===== config.mk =====
export PLATFORM = sky130hd
export DESIGN_NAME = tdpc_isqrt
export DESIGN_NICKNAME = d
export VERILOG_FILES = /design/src/rtl/tdpc_isqrt.sv
export SDC_FILE = /design/constraint.sdc
export NUM_CORES = 2
export LEC_CHECK = 0
export ABC_AREA = 1
export BUFFER_PORTS_ARGS = -buffer_cell sky130_fd_sc_hd__buf_2
export CAP_MARGIN = 25
export CORE_MARGIN = 5
export CORE_UTILIZATION = 45
export DETAILED_ROUTE_END_ITERATION = 7
export GPL_TIMING_DRIVEN = 0
export HOLD_SLACK_MARGIN = 0.06
export PLACE_DENSITY = 0.66
export RECOVER_POWER = 100
export SLEW_MARGIN = 5
export SYNTH_ARGS = -nofsm -noshare
export SYNTH_HDL_FRONTEND = slang
export SYNTH_SLANG_ARGS = --single-unit

===== constraint.sdc =====
create_clock -name clk_i -period 3.8 [get_ports clk_i]
set_clock_uncertainty 0.2 [all_clocks]
set_input_delay 0.76 -clock clk_i [delete_from_list [all_inputs] [get_ports clk_i]]
set_output_delay 0.76 -clock clk_i [all_outputs]
set_load 0.05 [all_outputs]

===== src/rtl/tdpc_isqrt.sv =====
// ----------------------------------------------------------------------------
// Pipelined integer square root
// Floor of the square root of a VW-bit radicand, one root bit per register
// stage, VW/2 stages in all.
// ----------------------------------------------------------------------------
`timescale 1ns / 1ps
`default_nettype none

module tdpc_isqrt #(
  parameter int VW = 46
) (
  input  logic              clk_i,
  input  logic              en_i,
  input  logic [VW-1:0]     rad_i,
  output logic [VW/2-1:0]   root_o
);

  localparam int S = VW / 2;

  logic [VW-1:0] v_q [S];
  logic [VW-1:0] r_q [S];

  for (genvar k = 0; k < S; k++) begin : g_stage
    localparam logic [VW-1:0] BIT = {{(VW-1){1'b0}}, 1'b1} << (VW - 2 - 2 * k);

    logic [VW-1:0] v_in;
    logic [VW-1:0] r_in;
    logic [VW:0]   trial;
    logic [VW-1:0] v_d;
    logic [VW-1:0] r_d;

    if (k == 0) begin : g_first
      assign v_in = rad_i;
      assign r_in = '0;
    end else begin : g_next
      assign v_in = v_q[k-1];
      assign r_in = r_q[k-1];
    end

    // Accept the next root bit when the remainder allows it.
    always_comb begin
      trial = {1'b0, r_in} + {1'b0, BIT};
      v_d   = v_in;
      r_d   = r_in >> 1;
      if ({1'b0, v_in} >= trial) begin
        v_d = v_in - trial[VW-1:0];
        r_d = (r_in >> 1) + BIT;
      end
    end

    always_ff @(posedge clk_i) begin
      if (en_i) begin
        v_q[k] <= v_d;
        r_q[k] <= r_d;
      end
    end
  end

  assign root_o = r_q[S-1][S-1:0];

endmodule

`default_nettype wire


# Word level (Yosys, flattened, before mapping)
# Memory sizes are Yosys's and may differ from the RTL's.
# Cells that the tools add are included.
[word_totals] ff_bits=0 latchBits=0 mem_bits_rw=2116 rom_bits=0 out_inout_bits=23 elab_cells=140 mem_count=2
[classes] n_addsub=67 n_mul=0 n_div=0 n_lt_le_gt_ge=23 eq_ne=0 shifts=0 muxes=48 n_bitwise=0 n_reduce_logical=0
[memory_table] name="r_q" depth=23 width=46 read_ports=23 rd_clocked_by_memory_dff=0 wr=23 line_no="21" rtl="logic [VW-1:0] r_q [S];"
[memory_table] name="v_q" depth=23 width=46 read_ports=22 rd_clocked_by_memory_dff=0 wr=23 line_no="20" rtl="logic [VW-1:0] v_q [S];"
[ops] op="46-bit 2-to-1 mux" n=45
[ops] op="46-bit by 47-bit >= comparator with 1-bit output" n=22
[ops] op="46-bit subtractor" n=22
[ops] op="46-bit by 1-bit adder with 47-bit output, second input constant" n=1
[ops] op="46-bit by 11-bit adder with 47-bit output, second input constant" n=1
[ops] op="46-bit by 13-bit adder with 47-bit output, second input constant" n=1
[ops] op="46-bit by 15-bit adder with 47-bit output, second input constant" n=1
[ops] op="46-bit by 17-bit adder with 47-bit output, second input constant" n=1
[ops] op="46-bit by 19-bit adder with 47-bit output, second input constant" n=1
[ops] op="46-bit by 21-bit adder with 47-bit output, second input constant" n=1
[ops] op="46-bit by 23-bit adder with 47-bit output, second input constant" n=1
[ops] op="46-bit by 25-bit adder with 47-bit output, second input constant" n=1
[ops] op="46-bit by 27-bit adder with 47-bit output, second input constant" n=1
[ops] op="46-bit by 29-bit adder with 47-bit output, second input constant" n=1
[ops] op="46-bit by 3-bit adder with 47-bit output, second input constant" n=1
[ops] op="46-bit by 31-bit adder with 47-bit output, second input constant" n=1
[ops] op="46-bit by 33-bit adder with 47-bit output, second input constant" n=1
[ops] op="46-bit by 35-bit adder with 47-bit output, second input constant" n=1
[ops] op="46-bit by 37-bit adder with 47-bit output, second input constant" n=1
[ops] op="46-bit by 39-bit adder with 47-bit output, second input constant" n=1
[ops] op="46-bit by 41-bit adder with 47-bit output, second input constant" n=1
[ops] op="46-bit by 43-bit adder with 47-bit output, second input constant" n=1
[ops] op="46-bit by 5-bit adder with 47-bit output, second input constant" n=1
[ops] op="46-bit by 7-bit adder with 47-bit output, second input constant" n=1
[ops] op="27 further kinds" n=28

# Depth between registers and ports, before layout
# An unclocked memory read counts as a cell.
[depth] word_depth=4 ltp_mapped=17

# Worst setup path after synthesis
# No wires, ideal clock.
[synth_path] kind="register -> register" from="memory v_q[6][34], in the netlist v_q[0][310]" to="memory v_q[7][38], in the netlist v_q[0][360] (data pin)" setup_ns=0.253 arrival_time_ns=1.916 required_ns=3.347 path_slack_ns=1.431 stages_incl_launch_ff=12 path_buffers=1 synth_period_minus_slack_ns=2.369 cell_sequence="edfxtp_1 ha_1 a21o_1 a21oi_1 nand2_1 nand3_1 nand3_1 nor2_4 nand2_2 buf_6 nand2_1 nand2_1"
[synth_lines] element="from (decl)" line_no="20"

==> impl_summary.txt <==
----------------------------------------------------
[Synthesis]
  Mapped Nets ... 8452
  Mean Syn Cell Area ... 8.79 sq um
  Largest cells by area after synthesis ... sky130_fd_sc_hd__edfxtp_1 54%, sky130_fd_sc_hd__nand2_1 13%, sky130_fd_sc_hd__inv_1 6.6%
  Sequential-to-total area share from yosys stat ... 54.3%
  Number of synthesized flops with an enable pin ... 1288
  Number of distinct library cell variants in the gate-level netlist after synthesis ... 48
  Proportion of netlist area held by the largest area contributor ... 54.3%
  Leading cell type by number of instances after synthesis ... sky130_fd_sc_hd__nand2_1
  Synthesized flop and latch total ... 1288
  Cell area after synthesis ... 71300 sq um
  Cell type with the largest total area after synthesis ... sky130_fd_sc_hd__edfxtp_1
  Syn Inst Count ... 8109
  Asr flop ratio synth ... 0%
  Count of synthesis-stage warnings from yosys ... 0
  Leading register cell type out of synthesis ... sky130_fd_sc_hd__edfxtp_1
  Commonest cells in the netlist ... 2555 x sky130_fd_sc_hd__nand2_1, 1288 x sky130_fd_sc_hd__edfxtp_1, 1249 x sky130_fd_sc_hd__inv_1, 856 x sky130_fd_sc_hd__nor2_1, 414 x sky130_fd_sc_hd__nand3_1

[Power and ir drop]
  Worst IR drop on VDD ... 465 uV
  Pwr per Cell Area ... 545 nW/um^2
  LEAKAGE ... 0.0343 uW

[Clocking]
  Number of H-tree levels ... 4
  Clock tree from TritonCTS ... done
  Register clock-pin slew on the reported worst setup and hold paths ... 60 ps
  Cell at the root of the clock tree ... sky130_fd_sc_hd__clkbuf_16
  Resized cells post-CTS ... 0
  TritonCTS buffer count ... 139
  Number of clock sinks ... 1288
  Insertion delay of the later-clocked pin in the worst-skew pair ... 840 ps
  Clock Tree Buf Depth ... 3

[Die]
  Chip Width ... 408 um
  Boundary Pins ... 71
  Overall die area ... 166000 sq um
  DIE HEIGHT ... 408 um
  Placeable core area ... 158000 sq um
  Count of standard-cell rows ... 146
  Initial core utilization ... 45.1%

[Route]
  DR WL/cell ... 18.6 um
  Iteration count of the initial detailed-routing pass ... 8
  Initial detailed-routing violation count ... 5189
  Via-per-instance ratio ... 5.18
  DRT Wirelength ... 197000 um
  Vias ... 54.7k
  Antenna Nets Post-Route ... 0
  Total DRC errors in the routed layout ... 1

[Placed design]
  Routability congestion estimate ... 0.963
  Half-perimeter wire length of the detailed placement result ... 157000 um
  Placed Cells ... 10.3k
  Number of I/O port buffers ... 70
  Placed cell area ... 74400 sq um

[Setup path]
  Cell breakdown of the critical path ... inv_1 -> ha_1 -> a21oi_1 -> o21ai_0 -> nor2_1 -> nand2_1 -> nor2_1 -> nand2_1 -> inv_2 -> clkbuf_1 -> o21ai_0
  Largest stage delay on the critical path ... 550 ps
  Data arrival time of the worst path ... 3740 ps
  Required time worst endpoint ... 4060 ps
  Cell family contributing the most delay on the critical path ... compound AO/OA/AOI/OAI gates
  Crit path capture type ... register
  Startpoint Class ... register
  Critical path class ... reg -> reg
  Count of buffer and inverter cells on the critical path ... 3
  Slowest library cell on the worst path ... sky130_fd_sc_hd__clkbuf_1
  Critical path fanouts, max ... 10

[Hold path]
  Path class of the lowest-slack min-delay path ... in -> reg

[Timing]
  Final setup viols ... 0
  Final Cycle Share ... 91.6%
  Transition time at the pin with the least slew margin ... 2300 ps
  Setup repair after global routing missed its margin ... no
  Count of endpoints failing hold in the final timing report ... 0
  Fmax achieved ... 0.287 GHz
  Tightest slew margin relative to the limit ... -53.3%
  Minimum clock period ... 3480 ps
  Total Negative Setup Slacks ... 0 ps
  Max-slew violation count ... 611

[Outcome]
  Violated checks ... design-rule violations, max-capacitance violations, max-slew violations
  Run status ... finished with violations

[Global routing]
  Congestion Overflow GR ... 0
  Global-route wire length before repair ... 298000 um
  Largest net degree at the start of global routing ... 173
  Overall track demand over capacity in global routing ... 23.1%
  Via count of the first global-routing pass ... 51.3k
  Antenna violations before repair ... 0

[Cells and area]
  Util after Layout ... 50.1%
  Fin cells ... 10.6k
  Area growth from synthesis to final layout ... 11.1%
  Final #Nets ... 8718
  Area of all placed cells without fillers ... 79100 sq um
  Fill cell instance count of the final layout ... 14.9k
  Layout cells sized above 1 ... 3.74%

[Job]
  Number of max-cap violations ... 3

----------------------------------------------------
-- metal layers --
| metal | track usage (%) | vias to the layer above | wire length (um) |
|---|---|---|---|
| li1 | - | 27165 | - |
| met1 | 32.5 | 25539 | 88800 |
| met2 | 37.5 | 1655 | 90400 |
| met3 | 3.12 | 291 | 11800 |
| met4 | 6.97 | 0 | 5830 |
| met5 | 0 | - | 0 |
-- layout by cell type (no fill, tap or decap), types with 12 or more instances in the layout --
master and n:
sky130_fd_sc_hd__buf_6 15, sky130_fd_sc_hd__clkbuf_1 92, sky130_fd_sc_hd__nand4_1 142, sky130_fd_sc_hd__clkinv_2 21
sky130_fd_sc_hd__nor2_1 863, sky130_fd_sc_hd__a21o_1 17, sky130_fd_sc_hd__ha_1 295, sky130_fd_sc_hd__nand3b_1 49
sky130_fd_sc_hd__o21ai_0 226, sky130_fd_sc_hd__clkinv_1 19, sky130_fd_sc_hd__dlygate4sd3_1 47, sky130_fd_sc_hd__nand3_1 416
sky130_fd_sc_hd__nand2_1 2558, sky130_fd_sc_hd__xor2_1 147, sky130_fd_sc_hd__inv_1 1253, sky130_fd_sc_hd__nor4_1 91
sky130_fd_sc_hd__o21ai_1 12, sky130_fd_sc_hd__a21oi_1 336, sky130_fd_sc_hd__edfxtp_1 1288, sky130_fd_sc_hd__a21boi_0 15
sky130_fd_sc_hd__xnor2_1 117, sky130_fd_sc_hd__nor3_1 106, sky130_fd_sc_hd__clkbuf_16 139, sky130_fd_sc_hd__clkinv_16 15
sky130_fd_sc_hd__buf_2 50, sky130_fd_sc_hd__o21bai_1 14
-- path summary, 6_finish.rpt --
kind              cells past startpoint  slack, ps        start          end
hold reg to reg                       0        210  v_q[0][164]  v_q[0][210]
setup reg to reg                     11        320  r_q[2][118]  v_q[2][156]
setup / recovery                     11        320  r_q[2][118]  v_q[2][156]
hold / removal                        1        200         en_i  v_q[1][206]
-- area by class of cell --
| cell class | count | area [sq um] | area share, % |
|---|---|---|---|
| antenna | 1 | 2.50 | 0.00316 |
| clock inverter | 76 | 1040 | 1.31 |
| clock buffer | 168 | 3590 | 4.53 |
| tap | 2072 | 2590 | 3.28 |
| inverter | 1259 | 4730 | 5.97 |
| timing repair buffer | 125 | 945 | 1.19 |
| buffer | 65 | 377 | 0.476 |
| sequential | 1288 | 38700 | 48.9 |
| multi-input combinational | 5497 | 27200 | 34.4 |
-- report_power, final --
| group | switching (uW) | internal [uW] |
|---|---|---|
| Sequential | 1390 | 17900 |
| Clock | 5800 | 7630 |
| Combinational | 7060 | 3320 |
| Total | 14300 | 28900 |
-- timing repair --
item	CTS	global route
hold buffers	47	0
hold endpoints to repair	47	0
setup buffers	0	0
-- state kept, by name, summed over array words and instances (netlist names) --
| register | cells |
|---|---|
| r_q | 276 |
| v_q | 1012 |
-- kinds of logic after synthesis --
kind of cell	after synthesis	share of synthesized area (%)
simple gates	4278	24.9
mux	1	0.0140
flops	1288	54.3
buf+inv	1324	7.30
fa+ha+maj	295	5.18
xor+xnor	264	3.24
compound gates	659	5.12
-- metrics by stage --
step                      hold slack, ps  total power (uW)  setup WS (ps)
final                                202             43100            318
after global routing                 190             45600            195
after detailed placement             232             29800            126
after global placement               229             30300         -17820
after CTS                            188             43400            584
after floorplan                      217             26100           1430
(Power assumes the default switching activity.)
