### src/rtl/tdpc_div.sv
// ----------------------------------------------------------------------------
// Pipelined unsigned divider
// Restoring division, one quotient bit per register stage. The quotient must
// fit in QW bits (num < den << QW); the remainder is dropped.
// ----------------------------------------------------------------------------
`timescale 1ns / 1ps
`default_nettype none

module tdpc_div #(
  parameter int NW = 40,
  parameter int DW = 25,
  parameter int QW = 17
) (
  input  logic          clk_i,
  input  logic          en_i,
  input  logic [NW-1:0] num_i,
  input  logic [DW-1:0] den_i,
  output logic [QW-1:0] quo_o
);

  localparam int CW = (NW > DW + QW) ? NW : DW + QW;

  logic [NW-1:0] rem_q [QW];
  logic [DW-1:0] den_q [QW];
  logic [QW-1:0] quo_q [QW];

  for (genvar i = 0; i < QW; i++) begin : g_stage
    localparam int B = QW - 1 - i;

    logic [NW-1:0] rem_in;
    logic [DW-1:0] den_in;
    logic [QW-1:0] quo_in;
    logic [CW-1:0] shifted;
    logic [NW-1:0] rem_d;
    logic [QW-1:0] quo_d;

    if (i == 0) begin : g_first
      assign rem_in = num_i;
      assign den_in = den_i;
      assign quo_in = '0;
    end else begin : g_next
      assign rem_in = rem_q[i-1];
      assign den_in = den_q[i-1];
      assign quo_in = quo_q[i-1];
    end

    // Try to take the shifted divisor off the partial remainder.
    always_comb begin
      shifted = CW'(den_in) << B;
      rem_d   = rem_in;
      quo_d   = quo_in;
      if (CW'(rem_in) >= shifted) begin
        rem_d    = NW'(CW'(rem_in) - shifted);
        quo_d[B] = 1'b1;
      end
    end

    always_ff @(posedge clk_i) begin
      if (en_i) begin
        rem_q[i] <= rem_d;
        den_q[i] <= den_in;
        quo_q[i] <= quo_d;
      end
    end
  end

  assign quo_o = quo_q[QW-1];

endmodule

`default_nettype wire

### config.mk
export PLATFORM = sky130hd
export DESIGN_NAME = tdpc_div
export DESIGN_NICKNAME = d
export VERILOG_FILES = /design/src/rtl/tdpc_div.sv
export SDC_FILE = /design/constraint.sdc
export NUM_CORES = 2
export LEC_CHECK = 0
export BUFFER_PORTS_ARGS = -buffer_cell sky130_fd_sc_hd__buf_2
export CAP_MARGIN = 20
export CORE_ASPECT_RATIO = 0.8
export CORE_MARGIN = 2
export CORE_UTILIZATION = 50
export DETAILED_ROUTE_END_ITERATION = 6
export GPL_TIMING_DRIVEN = 0
export PLACE_DENSITY_LB_ADDON = 0.08
export RECOVER_POWER = 25
export SYNTH_ARGS = -nofsm -noshare
export SYNTH_HDL_FRONTEND = slang
export SYNTH_SLANG_ARGS = --single-unit
### constraint.sdc
create_clock -name clk_i -period 6.4 [get_ports clk_i]
set_input_delay 1.28 -clock clk_i [delete_from_list [all_inputs] [get_ports clk_i]]
set_output_delay 1.28 -clock clk_i [all_outputs]
set_load 0.03 [all_outputs]
# Word level (Yosys, flattened, before mapping)
# Memory sizes are Yosys's and may differ from the RTL's.
# Cells that the tools add are included.
dict set report word_totals {
  ramBits 1394
  output_inout_bits 17
  reg_bits 0
  word_cells 73
  input_bits 67
  memories 3
}
# name words width read_ports rd_ports_with_merged_regs wr line
set mem_list {}
lappend mem_list {rem_q 17 40 16 0 17 23} ;# logic [NW-1:0] rem_q [QW];
lappend mem_list {den_q 17 25 16 0 17 24} ;# logic [DW-1:0] den_q [QW];
lappend mem_list {quo_q 17 17 17 0 17 25} ;# logic [QW-1:0] quo_q [QW];
dict set report classes {
  n_mux 36
  add_sub_neg 17
  n_lt_le_gt_ge 17
}
# op n
set ops {}
lappend ops {{$mux 40} 17}
lappend ops {{$sub 40x40->40} 2}
lappend ops {{$ge 40x41->1} 1}
lappend ops {{$ge 40x25->1} 1}
lappend ops {{$ge 40x26->1} 1}
lappend ops {{$ge 40x27->1} 1}
lappend ops {{$ge 40x28->1} 1}
lappend ops {{$ge 40x29->1} 1}
lappend ops {{$ge 40x30->1} 1}
lappend ops {{$ge 40x31->1} 1}
lappend ops {{$ge 40x32->1} 1}
lappend ops {{$ge 40x33->1} 1}
lappend ops {{$ge 40x34->1} 1}
lappend ops {{$ge 40x35->1} 1}
lappend ops {{$ge 40x36->1} 1}
lappend ops {{$ge 40x37->1} 1}
lappend ops {{$ge 40x38->1} 1}
lappend ops {{$ge 40x39->1} 1}
lappend ops {{$ge 40x40->1} 1}
lappend ops {{$sub 40x25->40} 1}
lappend ops {{$sub 40x26->40} 1}
lappend ops {{$sub 40x27->40} 1}
lappend ops {{$sub 40x28->40} 1}
lappend ops {{$sub 40x29->40} 1}
lappend ops {{other kinds (11)} 29}

# Depth between registers and ports, before layout
# An unclocked memory read counts as a cell.
dict set report depth {
  ltp_word 3
  mapped_depth 15
  ltp_nobuf 13
}

# Least setup slack after synthesis
# Ideal clock, no wire load.
dict set report synth_path {
  kind {input to register}
  start {in den_i[1]}
  end {mem rem_q[0][30] (data pin)}
  t_arrival_ns 3.681
  path_buffers 2
  t_required_ns 6.142
  setup_ns 0.258
  slack_ns 2.461
  cell_stages 12
  path_cell_list {inv_1 ha_1 nor2b_1 o21ai_0 a21o_1 a21o_1 o211a_1 a311o_1 o41ai_4 buf_4 buf_4 a21oi_1}
}
# element line
set synth_lines {}
lappend synth_lines {{start: declaration} 17} ;# input logic [DW-1:0] den_i,
lappend synth_lines {{end: declaration} 23}

==> PnR_summary.wiki <==
{| class="wikitable"
! Metric !! Value
|-
| Fin. Hold Viols || 0
|-
| Post-route ant nets || 0
|-
| Power per unit of standard cell area || 445.3 nW/um^2
|-
| Pin count of the biggest net entering global routing || about 170
|-
| Critical Path Fanout Max || 10
|-
| Post-synthesis register bit count || 1193
|-
| Library cell with the largest summed area after synthesis || edfxtp_1
|-
| Combinational family with the most area after synthesis || compound AO/OA/AOI/OAI gates
|-
| RePlAce Congestion || 0.9734
|-
| NetSw || around 12000 uW
|-
| Number of antenna violations at the first check in global routing || 7
|-
| Instance count after placement with tap cells included || ~7600
|-
| Count of flip-flops with a built-in enable after synthesis || 1193
|-
| Multiplexer fraction of the synthesized cell area || 1.152%
|-
| Crit start category || flop
|-
| Antenna cells || 0
|-
| Post-route insts no fill || roughly 8000
|-
| Unrepaired setup endpoints after global routing || no
|-
| Clock Tree Buf Depth || 3
|-
| Run status || completed
|-
| Core region area || 129200 um^2
|-
| Xor/xnor cell area share of the yosys netlist || 5.530%
|-
| Relative contribution of sequential cells to total power || a little under two fifths
|-
| Design Power || 32120 uW
|-
| Cell Chain, Critical Path || inv_1 -> ha_1 -> fa_1 -> nor2b_1 -> o31ai_1 -> a211oi_1 -> o31ai_1 -> and3b_1 -> clkbuf_1 -> o211ai_2 -> buf_2 -> buf_2 -> a21oi_1
|-
| Adder-Cell Fraction of Synth Area || 8.663%
|-
| Post-DR wirelength/cell || 20.67 um
|-
| Syn-to-layout area delta || 11.06%
|-
| Start-to-end type of the worst setup path || reg -> reg
|-
| Die height || 326.3 um
|-
| GR Overflow Total || 0
|-
| Final-layout fill cell count || 11070
|-
| Top cells by area in the synthesized netlist || edfxtp_1 (55%), ha_1 (8.2%), a21oi_1 (3.5%)
|-
| Number of setup violations in the final report || 0
|-
| Clock slew seen by the registers of the worst setup and hold paths || 0.06 ns
|-
| Headroom to the max-slew limit || 27.31%
|-
| Share of the cycle needed by the critical path after routing || approximately 85%
|-
| Most frequent cells in the layout || edfxtp_1 (1193), inv_1 (548), nand2_1 (464)
|-
| CTS tree || done
|-
| Top-level I/O count || 84
|-
| Share of total power consumed by net switching || 36.84%
|-
| Cell chosen for the clock root || clkbuf_16
|-
| Total GRT Usage || between 20 and 25%
|-
| Share of async-settable or async-resettable flops after synthesis || 0%
|-
| Port Buffer Count || 83
|-
| Summed instance area of the synthesized netlist || 64940 um^2
|-
| Crit path max-delay cell type || o211ai_2
|-
| Number of vias in the routed layout || 44580
|-
| Initial Utilization || 50.27%
|-
| Internal power of the cells || 20280 uW
|-
| Clock Sinks || 1193
|-
| Delay contributed by the slowest stage of the critical path || 0.68 ns
|-
| Post-detailed-route DRC marker count || 0
|-
| Count of pins over their slew limit || 0
|-
| Pleak || roughly 0.028 uW
|-
| Average via count per standard cell || 5.705
|-
| Pin slew with the least headroom to its limit || about 1.1 ns
|-
| Hold Crit Class || reg -> reg
|-
| Arrival time at the worst endpoint || 5.87 ns
|-
| Setup clock skew after layout || 0.04969 ns
|-
| Fin crit period || 5.423 ns
|-
| Worst setup EP type || flop
|-
| Synthesized-area fraction occupied by ao, oa, aoi and oai cells || between 10 and 15%
|-
| Post-synth top flop || edfxtp_1
|-
| 1st-pass router iterations || 5
|-
| Sequential fraction of the synthesis area || 55.17%
|-
| Post-Syn Area per Cell || approximately 11 um^2
|-
| Fraction of power consumed by combinational cells || 38.3%
|-
| Standard-cell rows || around 120
|-
| Worst ir drop on vdd || 263.7 uV
|-
| Net total in the final layout || 6481
|-
| Layout cell share with drive strength beyond 1 || 7.426%
|-
| CTS resizes || 0
|-
| Die area || between 100000 and 150000 um^2
|-
| Starting DRT DRC Count || 4989
|-
| Total wirelength of the detailed-routed design || approximately 160000 um
|-
| Post-Route Setup TNS || 0 ns
|-
| Detailed-placement wirelength estimate || 124200 um
|-
| Number of global-route vias before repair || 41350
|-
| Synth top area share || approximately 55%
|-
| Fraction of the mapped netlist area in simple logic gates || 11.01%
|-
| Power share of the clock group || 23.3%
|-
| Most common cell after layout, fill and taps aside || edfxtp_1
|-
| Total CTS buffers || 130
|-
| Total number of H-tree levels || 4
|-
| Number of buffers added to fix hold violations after cts || 0
|-
| Synth cell types || 99
|-
| Clock latency on the worst-skew pair || 0.79 ns
|-
| Width of the chip || 406.9 um
|-
| Data required, critical path || 6.84 ns
|-
| Total nets after synthesis || around 6300
|-
| Global-route wire length before repair || 247500 um
|-
| Synth warnings || 0
|-
| Highest achievable clock rate || 184.4 MHz
|-
| Number of maximum-capacitance constraint violations || 0
|-
| Post-CTS setup buffers || 0
|-
| Synthesized instance count || roughly 5700
|}
critical path: cells and delay by family (launching register included):
family | cells | cell delay, ns
and+or+nand+nor | 2 | 0.51
adders and majority gates | 2 | 0.66
buffers and inverters | 4 | 1.24
AOI/OAI and AO/OA | 5 | 2.15
DFF | 1 | 0.49
kinds of logic after synthesis:
group                    count (synthesis)
multiplexers                            67
XOR/XNOR                               410
AND/OR/NAND/NOR                       1475
flip-flops                            1193
AO/OA/AOI/OAI                         1490
buffers and inverters                  669
adder cells (fa/ha/maj)                440
power groups by stage:
stage	sequential (uW)	clock [uW]	combinational, uW
after detailed placement	12400	0	12000
after floorplan	11800	0	9110
final	12300	7480	12300
after global routing	12500	7970	13700
after CTS	12300	7670	12100
after global placement	12700	0	11900
layout make-up:
| class | instances | area, um^2 | share of cell area, % |
|---|---|---|---|
| Clock inverter | 80 | 975.9 | 1.353 |
| Timing Repair Buffer | 98 | 696.9 | 0.9663 |
| Inverter | 551 | 2068 | 2.868 |
| Sequential cell | 1193 | 35820 | 49.67 |
| Clock buffer | 151 | 3332 | 4.620 |
| Multi-Input combinational cell | 3882 | 26560 | 36.82 |
| Tap cell | 1740 | 2177 | 3.019 |
| Buffer | 118 | 489.2 | 0.6783 |
synthesized netlist by cell type, types with 12 or more instances:
master / instances
a2111oi_0: 18
a211o_1: 13
a211oi_1: 45
a21boi_0: 12
a21o_1: 187
a21oi_1: 457
a221oi_1: 14
a31o_2: 15
a31oi_1: 32
and2_1: 13
and3_1: 33
and4_1: 12
buf_2: 27
clkbuf_1: 78
edfxtp_1: 1193
fa_1: 16
ha_1: 424
inv_1: 548
mux2_2: 62
nand2_1: 464
nand2b_1: 56
nand3_1: 97
nand3b_1: 17
nand4_1: 68
nor2_1: 360
nor2b_1: 58
nor3_1: 107
nor4_1: 60
nor4b_1: 22
o211ai_1: 26
o21a_1: 68
o21ai_0: 374
o21bai_1: 48
o31a_1: 19
o31ai_1: 45
or2_2: 25
or3_1: 27
or4_1: 15
xnor2_1: 214
xor2_1: 196
layer usage:
layer | vias up | routed length (um) | track usage, % | part of all wire, %
li1 | 21630 | - | - | -
met1 | 21250 | 82890 | 40.33 | 51
met2 | 1502 | 60270 | 30.91 | 37
met3 | 195 | 14900 | 5.987 | 9.2
met4 | 0 | 3401 | 6.449 | 2.1
met5 | - | 0 | 0 | 0
sequential cells by signal (all words and copies together) (netlist names):
signal	count
rem_q	640
den_q	400
quo_q	153
final timing paths:
| kind | startpoint | end | slack, ns | depth (start not counted) |
|---|---|---|---|---|
| max | rem_q[0][210]$_DFFE_PP_ | rem_q[0][264]$_DFFE_PP_ | 0.98 | 13 |
| min | quo_q[0][49]$_DFFE_PP_ | quo_q[0][66]$_DFFE_PP_ | 0.42 | 0 |
| max reg2reg | rem_q[0][210]$_DFFE_PP_ | rem_q[0][264]$_DFFE_PP_ | 0.98 | 13 |
| min reg2reg | quo_q[0][49]$_DFFE_PP_ | quo_q[0][66]$_DFFE_PP_ | 0.42 | 0 |
metrics by stage:
step | utilization (%) | worst slack (ns) | hold slack [ns] | instance area (um^2)
2_1_floorplan | - | 2.461 | 0.4003 | 64940
3_3_place_gp | 52.27 | -14.66 | 0.4007 | 67530
3_5_place_dp | 52.46 | 1.302 | 0.4045 | 67770
4_1_cts | 55.80 | 1.208 | 0.4178 | 72080
5_1_grt | 55.83 | 0.9783 | 0.4216 | 72120
6_report | 55.83 | 0.9773 | 0.4173 | 72120
No activity file was read; power rests on OpenSTA's default activity.
